## src/rtl/core/eiec_pkg.sv

```systemverilog
// Shared types, constants and a helper function for the external interrupt edge controller.
`timescale 1ns / 1ps

package eiec_pkg;

   localparam int LINE_COUNT  = 16;
   localparam int PORT_COUNT  = 5;
   localparam int PORT_INPUTS = 5;
   localparam int PORT_LIMIT  = (PORT_COUNT < PORT_INPUTS) ? PORT_COUNT : PORT_INPUTS;

   localparam int LINE_W     = 16;
   localparam int FIELD_W    = 4;
   localparam int IRQ_W      = 7;
   localparam int CSR_ADDR_W = 5;
   localparam int CSR_DATA_W = 32;
   localparam int REQ_DATA_W = 96;
   localparam int RSP_DATA_W = 24;

   localparam logic [LINE_W-1:0] ALL_LINES =
      LINE_W'((33'd1 << LINE_COUNT) - 33'd1);
   localparam logic [LINE_W-1:0] SHARED_LOW_LINES  = 16'h03E0;
   localparam logic [LINE_W-1:0] SHARED_HIGH_LINES = 16'hFC00;

   typedef enum logic [1:0] {
      ACT_SAMPLE  = 2'd0,
      ACT_CLEAR   = 2'd1,
      ACT_READ    = 2'd2,
      ACT_TRIGGER = 2'd3
   } action_type;

   typedef enum logic [2:0] {
      REG_LINE_MASK  = 3'd0,
      REG_RISING     = 3'd1,
      REG_FALLING    = 3'd2,
      REG_PORT_SEL_0 = 3'd3,
      REG_PORT_SEL_1 = 3'd4,
      REG_PORT_SEL_2 = 3'd5,
      REG_PORT_SEL_3 = 3'd6
   } reg_index_type;

   typedef struct packed {
      logic [LINE_W-1:0]        line_mask;
      logic [LINE_W-1:0]        rising_select;
      logic [LINE_W-1:0]        falling_select;
      logic [3:0][LINE_W-1:0]   port_select;
   } cfg_type;

   function automatic logic [IRQ_W-1:0] irq_of(input logic [LINE_W-1:0] pend);
      logic [IRQ_W-1:0] r;
      r      = {2'b00, pend[4:0]};
      r[5]   = |(pend & SHARED_LOW_LINES);
      r[6]   = |(pend & SHARED_HIGH_LINES);
      return r;
   endfunction

endpackage

```

## src/rtl/core/eiec_csr.sv

```systemverilog
// Configuration register file with an APB-style access port.
`timescale 1ns / 1ps

module eiec_csr (
   input  logic                                clock,
   input  logic                                reset,
   input  logic                                csr_psel,
   input  logic                                csr_penable,
   input  logic                                csr_pwrite,
   input  logic [eiec_pkg::CSR_ADDR_W-1:0]     csr_paddr,
   input  logic [eiec_pkg::CSR_DATA_W-1:0]     csr_pwdata,
   output logic [eiec_pkg::CSR_DATA_W-1:0]     csr_prdata,
   output logic                                csr_pready,
   output eiec_pkg::cfg_type                   cfg
);

   eiec_pkg::cfg_type                 cfg_ff;
   eiec_pkg::cfg_type                 cfg_in;
   logic                              wr_en;
   logic [2:0]                        reg_idx;
   logic [eiec_pkg::LINE_W-1:0]       wval;
   logic [eiec_pkg::LINE_W-1:0]       rval;

   assign csr_pready = 1'b1;
   assign wr_en      = csr_psel && csr_penable && csr_pwrite && csr_pready;
   assign reg_idx    = csr_paddr[4:2];
   assign wval       = csr_pwdata[eiec_pkg::LINE_W-1:0];

   always_comb begin
      cfg_in = cfg_ff;
      if (wr_en) begin
         unique case (eiec_pkg::reg_index_type'(reg_idx))
            eiec_pkg::REG_LINE_MASK:  cfg_in.line_mask      = wval;
            eiec_pkg::REG_RISING:     cfg_in.rising_select  = wval;
            eiec_pkg::REG_FALLING:    cfg_in.falling_select = wval;
            eiec_pkg::REG_PORT_SEL_0: cfg_in.port_select[0] = wval;
            eiec_pkg::REG_PORT_SEL_1: cfg_in.port_select[1] = wval;
            eiec_pkg::REG_PORT_SEL_2: cfg_in.port_select[2] = wval;
            eiec_pkg::REG_PORT_SEL_3: cfg_in.port_select[3] = wval;
            default: ;
         endcase
      end
   end

   always_comb begin
      unique case (eiec_pkg::reg_index_type'(reg_idx))
         eiec_pkg::REG_LINE_MASK:  rval = cfg_ff.line_mask;
         eiec_pkg::REG_RISING:     rval = cfg_ff.rising_select;
         eiec_pkg::REG_FALLING:    rval = cfg_ff.falling_select;
         eiec_pkg::REG_PORT_SEL_0: rval = cfg_ff.port_select[0];
         eiec_pkg::REG_PORT_SEL_1: rval = cfg_ff.port_select[1];
         eiec_pkg::REG_PORT_SEL_2: rval = cfg_ff.port_select[2];
         eiec_pkg::REG_PORT_SEL_3: rval = cfg_ff.port_select[3];
         default:                  rval = '0;
      endcase
   end

   assign csr_prdata = {{(eiec_pkg::CSR_DATA_W - eiec_pkg::LINE_W){1'b0}}, rval};

   always_ff @(posedge clock) begin
      if (reset) begin
         cfg_ff <= '0;
      end else begin
         cfg_ff <= cfg_in;
      end
   end

   assign cfg = cfg_ff;

endmodule

```

## src/rtl/core/eiec_core.sv

```systemverilog
// Input register, edge detection and pending update, and result register.
`timescale 1ns / 1ps

module eiec_core (
   input  logic                                clock,
   input  logic                                reset,
   input  eiec_pkg::cfg_type                   cfg,
   input  logic                                req_tvalid,
   output logic                                req_tready,
   input  logic [1:0]                          req_action,
   input  logic [4:0][eiec_pkg::LINE_W-1:0]    req_ports,
   input  logic [eiec_pkg::LINE_W-1:0]         req_wbits,
   output logic                                rsp_tvalid,
   input  logic                                rsp_tready,
   output logic [eiec_pkg::LINE_W-1:0]         rsp_pending,
   output logic [eiec_pkg::IRQ_W-1:0]          rsp_irq
);

   logic                                  in_valid_ff;
   eiec_pkg::action_type                  in_action_ff;
   logic [4:0][eiec_pkg::LINE_W-1:0]      in_ports_ff;
   logic [eiec_pkg::LINE_W-1:0]           in_wbits_ff;

   logic                                  out_valid_ff;
   logic [eiec_pkg::LINE_W-1:0]           out_pending_ff;
   logic [eiec_pkg::IRQ_W-1:0]            out_irq_ff;

   logic [eiec_pkg::LINE_W-1:0]           prev_ff;
   logic [eiec_pkg::LINE_W-1:0]           prev_in;
   logic [eiec_pkg::LINE_W-1:0]           pending_ff;
   logic [eiec_pkg::LINE_W-1:0]           pending_in;

   logic                                  advance;
   logic                                  req_accept;
   logic [eiec_pkg::LINE_W-1:0]           levels;
   logic [eiec_pkg::LINE_W-1:0]           enabled;
   logic [eiec_pkg::LINE_W-1:0]           edges;
   logic [eiec_pkg::FIELD_W-1:0]          field;

   assign advance    = in_valid_ff && (!out_valid_ff || rsp_tready);
   assign req_tready = !in_valid_ff || advance;
   assign req_accept = req_tvalid && req_tready;
   assign enabled    = cfg.line_mask & eiec_pkg::ALL_LINES;

   always_comb begin
      levels = '0;
      field  = '0;
      for (int n = 0; n < eiec_pkg::LINE_W; n++) begin
         field = cfg.port_select[n / 4][(n % 4) * eiec_pkg::FIELD_W +: eiec_pkg::FIELD_W];
         if (n < eiec_pkg::LINE_COUNT &&
             field < eiec_pkg::FIELD_W'(eiec_pkg::PORT_LIMIT)) begin
            levels[n] = in_ports_ff[field[2:0]][n];
         end
      end
   end

   assign edges = (~prev_ff & levels & cfg.rising_select) |
                  (prev_ff & ~levels & cfg.falling_select);

   always_comb begin
      prev_in    = prev_ff;
      pending_in = pending_ff;
      case (in_action_ff)
         eiec_pkg::ACT_SAMPLE: begin
            pending_in = pending_ff | (edges & enabled);
            prev_in    = levels;
         end
         eiec_pkg::ACT_CLEAR:   pending_in = pending_ff & ~in_wbits_ff;
         eiec_pkg::ACT_TRIGGER: pending_in = pending_ff | (in_wbits_ff & enabled);
         default: ;
      endcase
   end

   always_ff @(posedge clock) begin
      if (reset) begin
         in_valid_ff  <= 1'b0;
         out_valid_ff <= 1'b0;
         prev_ff      <= '0;
         pending_ff   <= '0;
      end else begin
         if (req_tready) begin
            in_valid_ff <= req_tvalid;
         end
         if (advance) begin
            out_valid_ff <= 1'b1;
            prev_ff      <= prev_in;
            pending_ff   <= pending_in;
         end else if (rsp_tready) begin
            out_valid_ff <= 1'b0;
         end
      end
   end

   always_ff @(posedge clock) begin
      if (req_accept) begin
         in_action_ff <= eiec_pkg::action_type'(req_action);
         in_ports_ff  <= req_ports;
         in_wbits_ff  <= req_wbits;
      end
      if (advance) begin
         out_pending_ff <= pending_in;
         out_irq_ff     <= eiec_pkg::irq_of(pending_in);
      end
   end

   assign rsp_tvalid  = out_valid_ff;
   assign rsp_pending = out_pending_ff;
   assign rsp_irq     = out_irq_ff;

   a_new_bits_unmasked: assert property (@(posedge clock) disable iff (reset)
      advance |-> ((pending_in & ~pending_ff & ~enabled) == '0))
      else $error("pending bit set on a masked line");

   a_read_keeps_state: assert property (@(posedge clock) disable iff (reset)
      advance && in_action_ff == eiec_pkg::ACT_READ |=>
         $stable(pending_ff) && $stable(prev_ff))
      else $error("read item changed controller state");

   a_result_matches_state: assert property (@(posedge clock) disable iff (reset)
      $past(advance) |-> out_pending_ff == pending_ff)
      else $error("result register out of step with pending state");

   a_irq_matches_pending: assert property (@(posedge clock) disable iff (reset)
      out_valid_ff |-> out_irq_ff == eiec_pkg::irq_of(out_pending_ff))
      else $error("irq outputs disagree with pending bits");

   a_stage_drains: assert property (@(posedge clock) disable iff (reset)
      in_valid_ff && !out_valid_ff |=> out_valid_ff)
      else $error("input stage did not move into empty result stage");

endmodule

```

## src/rtl/core/external_interrupt_edge_controller.sv

```systemverilog
// Top level of the sixteen-line external interrupt edge controller.
//
//   Channel  Direction  Handshake              Contents
//   req      in         req_tvalid/req_tready  tuser: action; tdata: ports A..E, write bits
//   rsp      out        rsp_tvalid/rsp_tready  tdata: pending bits, irq lines
//   csr      in         APB-style, pready high seven 16-bit registers at 4*i
//
// Each accepted item is first held in the input register, then the pending and
// edge-reference update loads the result register.
// A new item is accepted every cycle while the result side takes items.
// Synchronous reset clears configuration, edge reference, pending bits and valids.
// A stalled result holds; the input register keeps one more item behind it.
`timescale 1ns / 1ps

module external_interrupt_edge_controller (
   input  logic                                clock,
   input  logic                                reset,
   input  logic                                req_tvalid,
   output logic                                req_tready,
   // tuser: action [1:0]
   input  logic [1:0]                          req_tuser,
   // tdata: port_a [15:0], port_b [31:16], port_c [47:32], port_d [63:48],
   //        port_e [79:64], write_bits [95:80]
   input  logic [eiec_pkg::REQ_DATA_W-1:0]     req_tdata,
   output logic                                rsp_tvalid,
   input  logic                                rsp_tready,
   // tdata: pending_bits [15:0], irq_lines [22:16], zero [23]
   output logic [eiec_pkg::RSP_DATA_W-1:0]     rsp_tdata,
   input  logic                                csr_psel,
   input  logic                                csr_penable,
   input  logic                                csr_pwrite,
   input  logic [eiec_pkg::CSR_ADDR_W-1:0]     csr_paddr,
   input  logic [eiec_pkg::CSR_DATA_W-1:0]     csr_pwdata,
   output logic [eiec_pkg::CSR_DATA_W-1:0]     csr_prdata,
   output logic                                csr_pready
);

   eiec_pkg::cfg_type                     cfg;
   logic [4:0][eiec_pkg::LINE_W-1:0]      req_ports;
   logic [eiec_pkg::LINE_W-1:0]           req_wbits;
   logic [eiec_pkg::LINE_W-1:0]           rsp_pending;
   logic [eiec_pkg::IRQ_W-1:0]            rsp_irq;

   assign req_ports = req_tdata[79:0];
   assign req_wbits = req_tdata[95:80];
   assign rsp_tdata = {1'b0, rsp_irq, rsp_pending};

   eiec_csr u_csr (
      .clock       (clock),
      .reset       (reset),
      .csr_psel    (csr_psel),
      .csr_penable (csr_penable),
      .csr_pwrite  (csr_pwrite),
      .csr_paddr   (csr_paddr),
      .csr_pwdata  (csr_pwdata),
      .csr_prdata  (csr_prdata),
      .csr_pready  (csr_pready),
      .cfg         (cfg)
   );

   eiec_core u_core (
      .clock       (clock),
      .reset       (reset),
      .cfg         (cfg),
      .req_tvalid  (req_tvalid),
      .req_tready  (req_tready),
      .req_action  (req_tuser),
      .req_ports   (req_ports),
      .req_wbits   (req_wbits),
      .rsp_tvalid  (rsp_tvalid),
      .rsp_tready  (rsp_tready),
      .rsp_pending (rsp_pending),
      .rsp_irq     (rsp_irq)
   );

endmodule

```

## config.mk

```make
export PLATFORM = sky130hd
export DESIGN_NAME = external_interrupt_edge_controller
export DESIGN_NICKNAME = d
export VERILOG_FILES = /design/src/rtl/core/eiec_pkg.sv /design/src/rtl/core/eiec_csr.sv /design/src/rtl/core/eiec_core.sv /design/src/rtl/core/external_interrupt_edge_controller.sv
export SDC_FILE = /design/constraint.sdc
export NUM_CORES = 1
export LEC_CHECK = 0
export ABC_CLOCK_PERIOD_IN_PS = 3000
export BUFFER_PORTS_ARGS = -buffer_cell sky130_fd_sc_hd__buf_2
export CORE_MARGIN = 2
export CORE_UTILIZATION = 50
export DETAILED_ROUTE_END_ITERATION = 16
export HOLD_SLACK_MARGIN = 0.08
export PLACE_DENSITY = 0.74
export SLEW_MARGIN = 10
export SYNTH_ARGS = -nofsm -noshare
export SYNTH_HDL_FRONTEND = slang
export SYNTH_SLANG_ARGS = --single-unit
```

## constraint.sdc

```tcl
create_clock -name clock -period 3 [get_ports clock]
set_input_delay 0.15 -clock clock [delete_from_list [all_inputs] [get_ports clock]]
set_output_delay 0.15 -clock clock [all_outputs]
set_load 0.01 [all_outputs]
```

==> flow_metrics.env, run 1 <==
export IMPL_run_status="completed"
export IMPL_nets=1631
export IMPL_switching_share_pct=23.1
export IMPL_finalSetupTns_ns=0
export IMPL_layout_drive_gt1_share_pct=17.1
export IMPL_post_drt_wl_per_cell_um=19.5
export IMPL_cts_tree="built"
export IMPL_startpoint="u_core.in_action_ff[0]$_DFFE_PP_"
export IMPL_p_total_w=0.00788
export IMPL_post_cts_buffers=0
export IMPL_synthTopCellsByArea="edfxtp_1 (30%), dfxtp_1 (25%), nand2_1 (9.2%), a21oi_1 (8.2%), mux2i_1 (4.5%)"
export IMPL_power_density_nw_per_um2=538
export IMPL_ir_worst_vdd_v=0.000571
export IMPL_critical_path_class="register to register"
export IMPL_drc=0
export IMPL_finalCritPeriodShare_pct=88.5
export IMPL_syn_inst=1206
export IMPL_seq_area_frac_synth_pct=55.8
export IMPL_hold_depth=5
export IMPL_final_max_slew_violation_count=0
export IMPL_async_flop_share_pct=0
export IMPL_crit_path_max_fanout=5
export IMPL_path_cells="inv_1, ha_1, nor2b_1, o21ai_0, a32oi_1, a311oi_1, or3_1, or4_1"
export IMPL_core_area_sq_um=22600
export IMPL_io_pins=201
export IMPL_dpl_hpwl_um=22800
export IMPL_avgSynthCellArea_sq_um=9.52
export IMPL_drv_cap=0
export IMPL_ys_flop_type="dfxtp_1"
export IMPL_hold_viol_final=0
export IMPL_synth_warnings=0
export IMPL_p_int_w=0.00606
export IMPL_timing_rr_end="u_core.rsp_irq[6]$_DFFE_PP_"
export IMPL_initial_core_util_pct=50.8
export IMPL_design_area_sq_um=14700
export IMPL_area_growth_pct=27.8
export IMPL_final_core_util_pct=65.0
export IMPL_clk_pin_slew_ns=0.06
export IMPL_final_fill_count=1744
export IMPL_clock_power_share_pct=42.4
export IMPL_hold_end="u_csr.cfg[63]$_SDFFE_PP0P_"
export IMPL_pre_cts_slack_ns=0.400
export IMPL_port_buffers=164
export IMPL_grt_pass1_vias=9633
export IMPL_post_route_min_period_ns=2.65
export IMPL_placed_area_sq_um=12600
export IMPL_die_x_um=156
export IMPL_crit_path_top_delay_cell="or4_1"
export IMPL_h_tree_depth=1
export IMPL_postRouteAntennaNets=0
export IMPL_synthTopCellsByCount="nand2_1 (282), a21oi_1 (188), dfxtp_1 (146), edfxtp_1 (116), nor2_1 (86)"
export IMPL_hp_start="csr_pwrite"
export IMPL_synth_seq_cells=262
export IMPL_antenna_cells=0
export IMPL_setup_ws_ns=0.346
export IMPL_worst_pin_slew_ns=0.804
export IMPL_fmax_ghz=0.377
export IMPL_grt_first_pass_wirelength_um=54000
export IMPL_cts_root_buffer="clkbuf_16"
export IMPL_p_leak_nw=5.41
export IMPL_rr_worst_depth=8
export IMPL_yosysMostFrequentCell="nand2_1"
export IMPL_r2r_start="u_core.in_action_ff[0]$_DFFE_PP_"
export IMPL_vias=10300
export IMPL_regToRegSetupSlack_ns=0.35
export IMPL_cts_made_buffers=27
export IMPL_ctsLongestPathBuffers=3
export IMPL_cp_end_kind="register"
export IMPL_synth_cell_types=54
export IMPL_rows=55
export IMPL_critPathTopFamily="simple AND/OR/NAND/NOR gates"
export IMPL_clock_sinks=262
export IMPL_cts_resized=0
export IMPL_grtUsageTotal_pct=28.7
export IMPL_multi_input_area_sq_um=4660
export IMPL_slowest_delay_ns=0.40
export IMPL_crit_required_ns=3.28
export IMPL_syn_cell_area_sq_um=11500
export IMPL_insertion_delay_ns=0.56
export IMPL_grt_max_degree=69
export IMPL_setup_violations=0
export IMPL_synth_edf_count=116
export IMPL_finClkSkew_ns=0.0207
export IMPL_drt_iter0_drc=1120
export IMPL_max_slew_margin_rel_pct=46.3
export IMPL_synth_top_area_share_pct=30.3
export IMPL_drt_wl_total_um=35000
export IMPL_vias_per_cell=5.72
export IMPL_holdCritPathClass="input port to register"
export IMPL_switching_power_w=0.00182
export IMPL_dr_pass1_iters=6
export IMPL_seq_power_share_pct=49.3
export IMPL_antenna_found_initial=0
export IMPL_pwr_share_comb_pct=8.3
export IMPL_crit_arrival_ns=2.94
export IMPL_rsz0062_at_grt="no"
export IMPL_yosysTopAreaCell="edfxtp_1"
export IMPL_overflow=0
export IMPL_dieArea_sq_um=24200
export IMPL_start_kind="register"
export IMPL_critical_path_buf_inv_count=1
export IMPL_gp_congestion=0.937
export IMPL_seqCellArea_sq_um=6410
export IMPL_die_h_um=156
[layer usage]
metal | vias to the layer above | part of all wire [%] | GRT usage (%)
met5 | - | 0 | 0
met4 | 0 | 4.0 | 10.4
met3 | 102 | 9.9 | 5.32
met2 | 600 | 46 | 46.5
met1 | 4765 | 40 | 38.7
li1 | 4783 | - | -
[cells in the final DEF (no fill, tap or decap), types with 6 or more instances in the layout]
| cell type | count |
|---|---|
| nand2b_1 | 38 |
| buf_2 | 163 |
| mux2_2 | 10 |
| dfxtp_1 | 146 |
| and3_1 | 6 |
| nor2_1 | 86 |
| a22oi_1 | 9 |
| and2_1 | 9 |
| a32oi_1 | 6 |
| buf_4 | 33 |
| nand3_1 | 12 |
| clkbuf_16 | 28 |
| nor2b_1 | 8 |
| a311oi_1 | 8 |
| edfxtp_1 | 116 |
| nor3_1 | 10 |
| mux2i_1 | 52 |
| a32o_1 | 8 |
| inv_1 | 16 |
| a21oi_1 | 188 |
| nand2_1 | 282 |
| conb_1 | 18 |
| dlygate4sd3_1 | 120 |
| a31oi_1 | 11 |
| clkbuf_1 | 9 |
| o21ai_0 | 29 |
| clkinv_1 | 7 |
[worst max-delay path by stage]
stage / to / cells past startpoint / slack, ns
after floorplan: u_core.rsp_irq[6]$_DFFE_PP_ / 8 / 0.62
after global placement: u_core.rsp_irq[6]$_DFFE_PP_ / 8 / 0.49
after detailed placement: u_core.rsp_irq[6]$_DFFE_PP_ / 8 / 0.40
after CTS: u_core.rsp_irq[6]$_DFFE_PP_ / 8 / 0.41
after global routing: u_core.rsp_irq[6]$_DFFE_PP_ / 8 / 0.27
final: u_core.rsp_irq[6]$_DFFE_PP_ / 8 / 0.35
[tightest hold or removal path, cell delays in order]
cell     delay [ns]
buf_2          0.11
nand4_1        0.16
nor2_1         0.12
nand2_1        0.08
a21oi_1        0.05
[cells by family after synthesis]
family | Yosys count | synth area share (%)
adder cells (fa/ha/maj) | 4 | 0.436
other | 2 | 0.0654
AND/OR/NAND/NOR | 462 | 17.1
multiplexers | 67 | 6.50
flip-flops | 262 | 55.8
AO/OA/AOI/OAI | 307 | 16.0
buffers and inverters | 102 | 4.15
[flip-flops by register name (all words and copies together) (netlist names)]
name,count
u_core.in_action_ff,2
u_core.in_ports_ff,80
u_core.in_valid_ff,1
u_core.in_wbits_ff,16
u_core.pending_ff,16
u_core.prev_ff,16
u_core.rsp_irq,7
u_core.rsp_pending,11
u_core.rsp_tvalid,1
u_csr.cfg,112
[area by class of cell]
class / count / area share [%]
Multi-Input combinational cell: 858 / 31.8
Timing Repair Buffer: 318 / 15.7
Sequential cell: 262 / 43.7
Tap cell: 285 / 2.43
Inverter: 18 / 0.461
Clock inverter: 11 / 0.759
Clock buffer: 39 / 5.20
[timing repair]
item                                    CTS  global route
endpoints found under the hold margin   215             0
endpoints found under the setup margin    0             0
hold buffers                            120             0
[stage by stage]
stage / instances / hold slack, ns
CTS: 1791 / 0.128
detailed placement: 1621 / 0.328
floorplan: 1222 / 0.249
global placement: 1621 / 0.327
global route: 1791 / 0.176
finish: 1791 / 0.170
[power by group through the flow]
stage                     sequential, W  combinational, W  clock, W
after floorplan                 0.00395          0.000298         0
after global placement          0.00396          0.000501         0
after detailed placement        0.00396          0.000511         0
after CTS                       0.00389          0.000635   0.00335
after global routing            0.00389          0.000703   0.00351
final                           0.00389          0.000655   0.00334
Power figures use the tool's default switching activity.
==> run 2, diff against run 1 <==
--- a/config.mk
+++ b/config.mk
@@ -11,6 +11,7 @@
 export CORE_UTILIZATION = 50
 export DETAILED_ROUTE_END_ITERATION = 16
 export HOLD_SLACK_MARGIN = 0.08
+export MAX_ROUTING_LAYER = met4
 export PLACE_DENSITY = 0.74
 export SLEW_MARGIN = 10
 export SYNTH_ARGS = -nofsm -noshare
==> run 2 against run 1 <==
- die area is the same
- highest routed layer unchanged
- combinational power hardly changed
- via count is 0.24% lower
- critical path depth is 2 lower
- critical endpoint unchanged
- clock skew barely moved
==> flow_metrics.env, run 2 (synthesized netlist as in run 1, its figures left out) <==
export IMPL_final_max_slew_violation_count=0
export IMPL_setup_ws_ns=0.455
export IMPL_placed_area_sq_um=12600
export IMPL_worst_pin_slew_ns=0.873
export IMPL_cts_resized=0
export IMPL_max_slew_margin_rel_pct=41.8
export IMPL_drc=0
export IMPL_dieArea_sq_um=24200
export IMPL_start_kind="register"
export IMPL_pre_cts_slack_ns=0.496
export IMPL_drt_iter0_drc=1139
export IMPL_ctsLongestPathBuffers=3
export IMPL_finalCritPeriodShare_pct=84.8
export IMPL_power_density_nw_per_um2=545
export IMPL_top_layer_used="met4"
export IMPL_die_h_um=156
export IMPL_cts_tree="built"
export IMPL_crit_arrival_ns=2.82
export IMPL_overflow=0
export IMPL_vias_per_cell=5.71
export IMPL_grt_max_degree=77
export IMPL_met1Wirelength_um=14100
export IMPL_run_status="completed"
export IMPL_cts_root_buffer="clkbuf_16"
export IMPL_hold_viol_final=0
export IMPL_design_area_sq_um=14700
export IMPL_final_core_util_pct=65.2
export IMPL_clock_sinks=262
export IMPL_final_fill_count=1808
export IMPL_rows=55
export IMPL_cp_end_kind="register"
export IMPL_dpl_hpwl_um=22700
export IMPL_area_growth_pct=28.3
export IMPL_route_met2_wl_um=16400
export IMPL_rsz0062_at_grt="no"
export IMPL_dr_pass1_iters=6
export IMPL_holdCritPathClass="input port to register"
export IMPL_crit_required_ns=3.27
export IMPL_antenna_cells=0
export IMPL_h_tree_depth=1
export IMPL_post_drt_wl_per_cell_um=19.6
export IMPL_layout_drive_gt1_share_pct=17.9
export IMPL_largest_register_ffs=112
export IMPL_antenna_found_initial=0
export IMPL_nets=1630
export IMPL_crit_path_max_fanout=4
export IMPL_final_common_cell="nand2_1"
export IMPL_gp_congestion=0.966
export IMPL_postRouteAntennaNets=0
export IMPL_drt_wl_total_um=35100
export IMPL_fmax_ghz=0.393
export IMPL_layout_common_cells="nand2_1 (282), a21oi_1 (188), buf_2 (163)"
export IMPL_ir_worst_vdd_v=0.000543
export IMPL_finClkSkew_ns=0.0209
export IMPL_cts_made_buffers=28
export IMPL_finalSetupTns_ns=0
export IMPL_grt_first_pass_wirelength_um=53500
export IMPL_core_area_sq_um=22600
export IMPL_grt_pass1_vias=9596
export IMPL_clk_pin_slew_ns=0.06
export IMPL_io_pins=201
export IMPL_drv_cap=0
export IMPL_p_leak_nw=5.45
export IMPL_setup_violations=0
export IMPL_initial_core_util_pct=50.8
export IMPL_port_buffers=164
export IMPL_vias=10200
export IMPL_grtUsageTotal_pct=29.4
export IMPL_post_route_min_period_ns=2.55
export IMPL_met3_length_um=3180
export IMPL_critical_path_class="register to register"
export IMPL_die_x_um=156
export IMPL_insertion_delay_ns=0.55
-- run 2: repair_timing --
item | CTS | global route
buffers inserted | 0 | 0
hold buffers | 117 | 0
hold endpoints to repair | 212 | 0
setup endpoints to repair | 0 | 0
-- run 2: routing by layer --
metal / global-route usage, % / vias up
li1: - / 4779
met3: 3.48 / 98
met4: 11.1 / 0
met1: 39.3 / 4760
met5: - / -
met2: 46.4 / 588
-- run 2: stage by stage --
step,hold slack (ns),total power [W],std cells
detailed placement,0.328,0.00447,1622
finish,0.192,0.00802,1790
floorplan,0.249,0.00425,1222
CTS,0.139,0.00800,1790
global placement,0.326,0.00447,1622
global route,0.182,0.00825,1790
-- run 2: area by class of cell --
class	instances	area, sq um	area share, %
well taps	285	357	2.42
flip-flops and latches	262	6410	43.5
inverters	18	67.6	0.459
clock inverters	11	123	0.833
repair buffers	316	2290	15.6
multi-input cells	858	4660	31.6
clock buffers	40	816	5.54
-- run 2: worst max-delay path, stage by stage (launching register included) --
cell and delay, ns:
dfxtp_1 0.43, mux4_2 0.53, nor2b_1 0.14, o21bai_1 0.39, or3b_1 0.20, a31oi_1 0.11
or4_1 0.47
-- run 2: power by group --
part / internal, W / total, W / switching [W]
clock: 0.00206 / 0.00348 / 0.00142
sequential: 0.00384 / 0.00389 / 0.0000507
combinational: 0.000283 / 0.000656 / 0.000373
total: 0.00618 / 0.00802 / 0.00184
-- run 2: worst paths after layout --
kind	start	depth (start not counted)	to	slack, ns
worst max-delay path	u_csr.cfg[56]$_SDFFE_PP0P_	6	u_core.rsp_irq[6]$_DFFE_PP_	0.45
worst min-delay path	reset	2	u_core.rsp_tvalid$_SDFFE_PP0P_	0.19
worst max register to register	u_csr.cfg[56]$_SDFFE_PP0P_	6	u_core.rsp_irq[6]$_DFFE_PP_	0.45
worst min register to register	u_core.pending_ff[4]$_SDFFE_PP0P_	2	u_core.pending_ff[4]$_SDFFE_PP0P_	0.46
